### src/rtl/core/ctrb_pkg.sv
// ----------------------------------------------------------------------------
// ctrb_pkg
// Shared types and codes of the controllability matrix unit.
// ----------------------------------------------------------------------------
package ctrb_pkg;

    localparam int CFG_W     = 3;
    localparam int CFG_IDX_W = 1;

    localparam logic [CFG_IDX_W-1:0] CFG_STATE_COUNT = 1'd0;
    localparam logic [CFG_IDX_W-1:0] CFG_INPUT_COUNT = 1'd1;

    localparam logic [CFG_W-1:0] STATE_COUNT_RST = 3'd4;
    localparam logic [CFG_W-1:0] INPUT_COUNT_RST = 3'd1;

    localparam logic [1:0] CMD_LOAD_A = 2'd0;
    localparam logic [1:0] CMD_LOAD_B = 2'd1;
    localparam logic [1:0] CMD_START  = 2'd2;

    typedef struct packed {
        logic [1:0]         command;
        logic [1:0]         row;
        logic [1:0]         col;
        logic signed [31:0] value;
    } in_t;

    typedef struct packed {
        logic [1:0]         out_row;
        logic [3:0]         out_col;
        logic signed [31:0] out_value;
        logic               last;
    } out_t;

    typedef struct packed {
        logic       load_a;
        logic       load_b;
        logic       rd_b;
        logic       rd_term;
        logic       mul;
        logic       acc_en;
        logic       acc_first;
        logic       emit;
        logic       emit_src_b;
        logic       last;
        logic [3:0] out_col;
    } ctrl_cmd_t;

    typedef struct packed {
        logic out_free;
    } dp_sts_t;

endpackage

### src/rtl/core/ctrb_controller.sv
// ----------------------------------------------------------------------------
// ctrb_controller
// Configuration registers and the sequencer over blocks, rows, columns, terms.
// ----------------------------------------------------------------------------
module ctrb_controller #(
    parameter int MAX_STATES = 4,
    parameter int MAX_INPUTS = 4
) (
    input  logic                                        aclk,
    input  logic                                        aresetn,
    input  logic                                        cfg_wr_en,
    input  logic [ctrb_pkg::CFG_IDX_W-1:0]              cfg_index,
    input  logic [ctrb_pkg::CFG_W-1:0]                  cfg_wdata,
    input  logic                                        s_valid,
    output logic                                        s_ready,
    input  ctrb_pkg::in_t                               s_data,
    input  ctrb_pkg::dp_sts_t                           sts,
    output ctrb_pkg::ctrl_cmd_t                         cmd,
    output logic [((MAX_STATES > 1) ? $clog2(MAX_STATES) : 1)-1:0] idx_r,
    output logic [((MAX_STATES > 1) ? $clog2(MAX_STATES) : 1)-1:0] idx_t,
    output logic [((MAX_INPUTS > 1) ? $clog2(MAX_INPUTS) : 1)-1:0] idx_c,
    output logic                                        bank
);

    localparam int RW = (MAX_STATES > 1) ? $clog2(MAX_STATES) : 1;
    localparam int CW = (MAX_INPUTS > 1) ? $clog2(MAX_INPUTS) : 1;

    localparam logic [2:0] ST_IDLE   = 3'd0;
    localparam logic [2:0] ST_B_RD   = 3'd1;
    localparam logic [2:0] ST_B_EMIT = 3'd2;
    localparam logic [2:0] ST_T_RD   = 3'd3;
    localparam logic [2:0] ST_T_MUL  = 3'd4;
    localparam logic [2:0] ST_T_ACC  = 3'd5;
    localparam logic [2:0] ST_EMIT   = 3'd6;

    logic [2:0]                  state_reg, state_next;
    logic [ctrb_pkg::CFG_W-1:0]  sc_reg, ic_reg;
    logic [RW-1:0]               n_last_reg, n_last_next;
    logic [CW-1:0]               m_last_reg, m_last_next;
    logic [RW-1:0]               b_reg, b_next;
    logic [RW-1:0]               r_reg, r_next;
    logic [RW-1:0]               t_reg, t_next;
    logic [CW-1:0]               c_reg, c_next;
    logic [3:0]                  base_reg, base_next;
    logic [3:0]                  m_width;
    logic                        blk_zero;

    assign m_width  = 4'(m_last_reg) + 4'd1;
    assign blk_zero = (state_reg == ST_B_EMIT);

    always_ff @(posedge aclk) begin
        if (!aresetn) begin
            sc_reg <= ctrb_pkg::STATE_COUNT_RST;
            ic_reg <= ctrb_pkg::INPUT_COUNT_RST;
        end else if (cfg_wr_en) begin
            if (cfg_index == ctrb_pkg::CFG_STATE_COUNT) begin
                sc_reg <= cfg_wdata;
            end
            if (cfg_index == ctrb_pkg::CFG_INPUT_COUNT) begin
                ic_reg <= cfg_wdata;
            end
        end
    end

    always_comb begin
        state_next  = state_reg;
        n_last_next = n_last_reg;
        m_last_next = m_last_reg;
        b_next      = b_reg;
        r_next      = r_reg;
        t_next      = t_reg;
        c_next      = c_reg;
        base_next   = base_reg;
        cmd         = '0;
        cmd.out_col = base_reg + 4'(c_reg);
        cmd.last    = (b_reg == n_last_reg) && (r_reg == n_last_reg) && (c_reg == m_last_reg);
        case (state_reg)
            ST_IDLE: begin
                if (s_valid) begin
                    case (s_data.command)
                        ctrb_pkg::CMD_LOAD_A: begin
                            cmd.load_a = 1'b1;
                        end
                        ctrb_pkg::CMD_LOAD_B: begin
                            cmd.load_b = 1'b1;
                        end
                        ctrb_pkg::CMD_START: begin
                            if (sc_reg == '0) begin
                                n_last_next = '0;
                            end else if (int'(sc_reg) > MAX_STATES) begin
                                n_last_next = RW'(MAX_STATES - 1);
                            end else begin
                                n_last_next = RW'(sc_reg - 3'd1);
                            end
                            if (ic_reg == '0) begin
                                m_last_next = '0;
                            end else if (int'(ic_reg) > MAX_INPUTS) begin
                                m_last_next = CW'(MAX_INPUTS - 1);
                            end else begin
                                m_last_next = CW'(ic_reg - 3'd1);
                            end
                            b_next     = '0;
                            r_next     = '0;
                            c_next     = '0;
                            t_next     = '0;
                            base_next  = '0;
                            state_next = ST_B_RD;
                        end
                        default: begin
                        end
                    endcase
                end
            end
            ST_B_RD: begin
                cmd.rd_b   = 1'b1;
                state_next = ST_B_EMIT;
            end
            ST_T_RD: begin
                cmd.rd_term = 1'b1;
                state_next  = ST_T_MUL;
            end
            ST_T_MUL: begin
                cmd.mul    = 1'b1;
                state_next = ST_T_ACC;
            end
            ST_T_ACC: begin
                cmd.acc_en    = 1'b1;
                cmd.acc_first = (t_reg == '0);
                if (t_reg == n_last_reg) begin
                    t_next     = '0;
                    state_next = ST_EMIT;
                end else begin
                    t_next     = t_reg + 1'b1;
                    state_next = ST_T_RD;
                end
            end
            ST_B_EMIT, ST_EMIT: begin
                if (sts.out_free) begin
                    cmd.emit       = 1'b1;
                    cmd.emit_src_b = blk_zero;
                    state_next     = blk_zero ? ST_B_RD : ST_T_RD;
                    if (c_reg == m_last_reg) begin
                        c_next = '0;
                        if (r_reg == n_last_reg) begin
                            r_next = '0;
                            if (b_reg == n_last_reg) begin
                                state_next = ST_IDLE;
                            end else begin
                                b_next     = b_reg + 1'b1;
                                base_next  = base_reg + m_width;
                                state_next = ST_T_RD;
                            end
                        end else begin
                            r_next = r_reg + 1'b1;
                        end
                    end else begin
                        c_next = c_reg + 1'b1;
                    end
                end
            end
            default: begin
                state_next = ST_IDLE;
            end
        endcase
    end

    always_ff @(posedge aclk) begin
        if (!aresetn) begin
            state_reg <= ST_IDLE;
        end else begin
            state_reg <= state_next;
        end
    end

    always_ff @(posedge aclk) begin
        n_last_reg <= n_last_next;
        m_last_reg <= m_last_next;
        b_reg      <= b_next;
        r_reg      <= r_next;
        t_reg      <= t_next;
        c_reg      <= c_next;
        base_reg   <= base_next;
    end

    assign s_ready = (state_reg == ST_IDLE);
    assign idx_r   = r_reg;
    assign idx_t   = t_reg;
    assign idx_c   = c_reg;
    assign bank    = b_reg[0];

`ifndef NO_ASSERTIONS
    a_emit_needs_room: assert property (@(posedge aclk) disable iff (!aresetn)
        cmd.emit |-> sts.out_free)
        else $error("result written while output register is occupied");

    a_last_ends_run: assert property (@(posedge aclk) disable iff (!aresetn)
        cmd.emit && cmd.last |=> state_reg == ST_IDLE)
        else $error("sequencer did not return to idle after final element");

    a_emit_only_last_at_end: assert property (@(posedge aclk) disable iff (!aresetn)
        cmd.emit && !cmd.last |=> state_reg != ST_IDLE)
        else $error("sequencer went idle before final element");

    a_term_in_range: assert property (@(posedge aclk) disable iff (!aresetn)
        state_reg == ST_T_ACC |-> t_reg <= n_last_reg && b_reg != '0)
        else $error("term index or block index out of range");
`endif

endmodule

### config.mk
export PLATFORM = sky130hd
export DESIGN_NAME = ctrb_controller
export DESIGN_NICKNAME = d
export VERILOG_FILES = /design/src/rtl/core/ctrb_pkg.sv /design/src/rtl/core/ctrb_controller.sv
export SDC_FILE = /design/constraint.sdc
export NUM_CORES = 1
export LEC_CHECK = 0
export BUFFER_PORTS_ARGS = -buffer_cell sky130_fd_sc_hd__buf_2
export CORE_AREA = 2 2 44 86
export CTS_CLUSTER_DIAMETER = 60
export CTS_CLUSTER_SIZE = 12
export DETAILED_ROUTE_END_ITERATION = 8
export DIE_AREA = 0 0 46 88
export PLACE_DENSITY_LB_ADDON = 0.05
export SYNTH_ARGS = -nofsm -noshare
export SYNTH_HDL_FRONTEND = slang
export SYNTH_SLANG_ARGS = --single-unit
### constraint.sdc
create_clock -name aclk -period 2.62 [get_ports aclk]
set_input_delay 0.262 -clock aclk [delete_from_list [all_inputs] [get_ports aclk]]
set_output_delay 0.262 -clock aclk [all_outputs]
set_load 0.01 [all_outputs]
==> flow_metrics.py <==
metrics = {
    "outcome": {
        "status": "complete, no violations",
    },
    "final_layout": {
        "fin_util_pct": 51.5,
        "final_cell_count_no_fill": 224,
        "largest_register_ffs": 4,
        "layout-drive-gt1-share_pct": 23.4,
        "synthToLayoutAreaGrowth_pct": 16.0,
        "antenna_cells": 0,
        "nets": 249,
        "stdcell_area_um2": 1740,
        "nFillCells": 356,
    },
    "synthesis": {
        "syn_inst": 157,
        "synth_cell_types": 38,
        "synth_fa_ha_area_share_pct": 8.51,
        "synth-compound-area-share_pct": 9.27,
        "synthMuxAreaShare_pct": 2.00,
        "synthXorXnorAreaFrac_pct": 8.76,
        "syn_avg_cell_area_um2": 9.55,
        "netlist_area_um2": 1500,
        "syn_nets": 213,
        "synth_top_family_by_area": "simple AND/OR/NAND/NOR gates",
        "yosysSeqAreaShare_pct": 44.1,
        "synth-seq-cells": 25,
        "yosysWarnings": 0,
        "yosys.area_share.simple_pct": 21.0,
    },
    "power": {
        "ir_drop_uv": 345,
        "p_leak_nw": 0.783,
        "totalPowerFinal_uw": 805,
        "power_density_nw_per_um2": 463,
    },
    "detailed_routing": {
        "wl_per_cell_um": 13.0,
        "first_pass_iters": 4,
        "post-route-drc-count": 0,
        "drt-initial-drc-count": 16,
        "wirelength_um": 2920,
        "ant_nets": 0,
        "vias_per_cell": 5.32,
        "vias": 1192,
    },
    "cts": {
        "cts-root-buf": "clkbuf_8",
        "post_cts_buffers": 0,
        "hold_buffers": 0,
        "cts_buffers": 3,
        "clk_latency_ns": 0.27,
        "cts_buffer_depth": 2,
        "h-tree-depth": 1,
        "path_clk_slew_ns": 0.09,
        "cts_tree": "yes",
        "cts_resized": 0,
        "clock-sinks": 25,
    },
    "global_routing": {
        "overflow": 0,
        "grt_pass1_wl_um": 5070,
        "grt_start_max_net_pins": 14,
        "grtUsageTotal_pct": 16.8,
        "antenna_found_initial": 0,
        "grt_pass1_vias": 1171,
    },
    "sta": {
        "slew_headroom_pct": 65.9,
        "slew_violations": 0,
        "final_period_minus_worst_setup_slack_ns": 2.05,
        "skew_ns": 0.0117,
        "max_freq_mhz": 487,
        "setup_slack_ns": 0.569,
        "setup-tns-final_ns": 0,
        "finalCritPeriodShare_pct": 78.3,
        "rsz0062_at_grt": "false",
        "report.final.setup_viol": 0,
        "tightestPinTransition_ns": 0.510,
        "fin_hold_ws_ns": 0.217,
        "hold_viol_final": 0,
    },
    "critical_path": {
        "slowest_delay_ns": 0.44,
        "end_kind": "register",
        "worstPathMaxFanout": 10,
        "crit_type": "register to register",
        "cp_slowest_cell": "or3_4",
        "path_cells": "or3_4 > nor3_4 > a21oi_2 > nor2_1",
        "cp.required_ns": 2.53,
        "crit_arrival_ns": 1.96,
        "start_kind": "register",
        "worst-path-buf-inv": 0,
        "critPathTopFamily": "simple AND/OR/NAND/NOR gates",
    },
    "place": {
        "place_area_um2": 1690,
        "numPortBuffers": 32,
        "place_congestion": 0.744,
        "dp_slack_ns": 0.580,
        "dp.cells": 220,
        "hpwl_um": 2400,
    },
    "floorplanning": {
        "fp.dieH_um": 88,
        "rows": 30,
        "start_util_pct": 44.4,
        "die_area_um2": 4050,
        "ios": 69,
        "die_w_um": 46,
        "core_um2": 3380,
    },
    "min_path": {
        "min_path_type": "input pin to register",
    },
    "job": {
        "maxCapViolCount": 0,
    },
}
[final cells by class]
class | count | area [um2] | area share, %
multi-input cells | 110 | 743 | 42.7
clock buffers | 4 | 45.0 | 2.59
repair buffers | 35 | 183 | 10.5
flip-flops and latches | 25 | 661 | 38.0
well taps | 32 | 40.0 | 2.30
inverters | 18 | 67.6 | 3.88
[synth_stat cells]
cell type	n	area [um2]
a211oi_1	2	15.0
inv_1	16	60.1
or2_1	1	6.26
nor2_2	1	6.26
or3_4	1	11.3
nor3_1	6	30.0
buf_2	1	5.00
nand2_1	16	60.1
a21boi_1	1	7.51
o21bai_1	2	15.0
inv_2	2	7.51
dfxtp_1	9	180
nor2_1	15	56.3
nand3_1	5	25.0
ha_1	7	87.6
buf_4	1	7.51
a211o_1	1	8.76
fa_1	2	40.0
xor2_1	5	43.8
a21oi_2	2	17.5
nor3_4	1	16.3
nand2b_1	2	12.5
buf_6	1	11.3
nand3b_1	1	7.51
nor2b_1	1	6.26
and2b_1	1	7.51
nand4_1	1	6.26
xnor2_1	10	87.6
clkbuf_1	1	3.75
edfxtp_1	16	480
nor3b_1	2	15.0
a21o_1	1	7.51
o21ai_0	4	20.0
a21oi_1	7	35.0
mux2i_1	3	30.0
a31oi_1	2	12.5
and3b_1	2	17.5
and2_1	5	31.3
[logic make-up (layout without fill, tap and decap cells)]
| kind of cell | count (synthesis) | in the layout |
|---|---|---|
| AND/OR/NAND/NOR | 61 | 61 |
| flip-flops | 25 | 25 |
| AO/OA/AOI/OAI | 22 | 22 |
| buffers and inverters | 22 | 57 |
| XOR/XNOR | 15 | 15 |
| adder cells (fa/ha/maj) | 9 | 9 |
| multiplexers | 3 | 3 |
[metal layers]
layer  vias up  GRT usage [%]  share of wire (%)  wire [um]
met3         5           2.06                3.2         94
li1        597              -                  -          -
met2        22           30.3                 56       1640
met1       568           18.8                 39       1130
met5         -              0                  0          0
met4         0           7.01                1.9         55
[worst paths after layout]
path	start	endpoint	slack (ns)	cells past startpoint
max	state_reg[0]	base_reg[0]	0.57	4
min	aresetn	sc_reg[2]	0.22	2
max reg2reg	state_reg[0]	base_reg[0]	0.57	4
min reg2reg	ic_reg[1]	ic_reg[1]	0.46	2
[cell usage in the layout, fill, tap and decap left out, types with 2 or more instances in the layout]
cell type	n
a211oi_1	2
a21oi_1	7
a21oi_2	2
a31oi_1	2
and2_1	5
and3b_1	2
buf_2	32
buf_4	3
clkbuf_8	3
dfxtp_1	9
edfxtp_1	16
fa_1	2
ha_1	7
inv_1	16
inv_2	2
mux2i_1	3
nand2_1	16
nand2b_1	2
nand3_1	5
nor2_1	15
nor3_1	6
nor3b_1	2
o21ai_0	4
o21bai_1	2
xnor2_1	10
xor2_1	5
[power by group]
| group | leakage (nW) | internal (mW) | total [mW] | switching [mW] |
|---|---|---|---|---|
| Clock | 0.0228 | 0.109 | 0.225 | 0.116 |
| Combinational | 0.538 | 0.0562 | 0.128 | 0.0716 |
| Sequential | 0.222 | 0.436 | 0.453 | 0.0164 |
(Power assumes the default switching activity.)
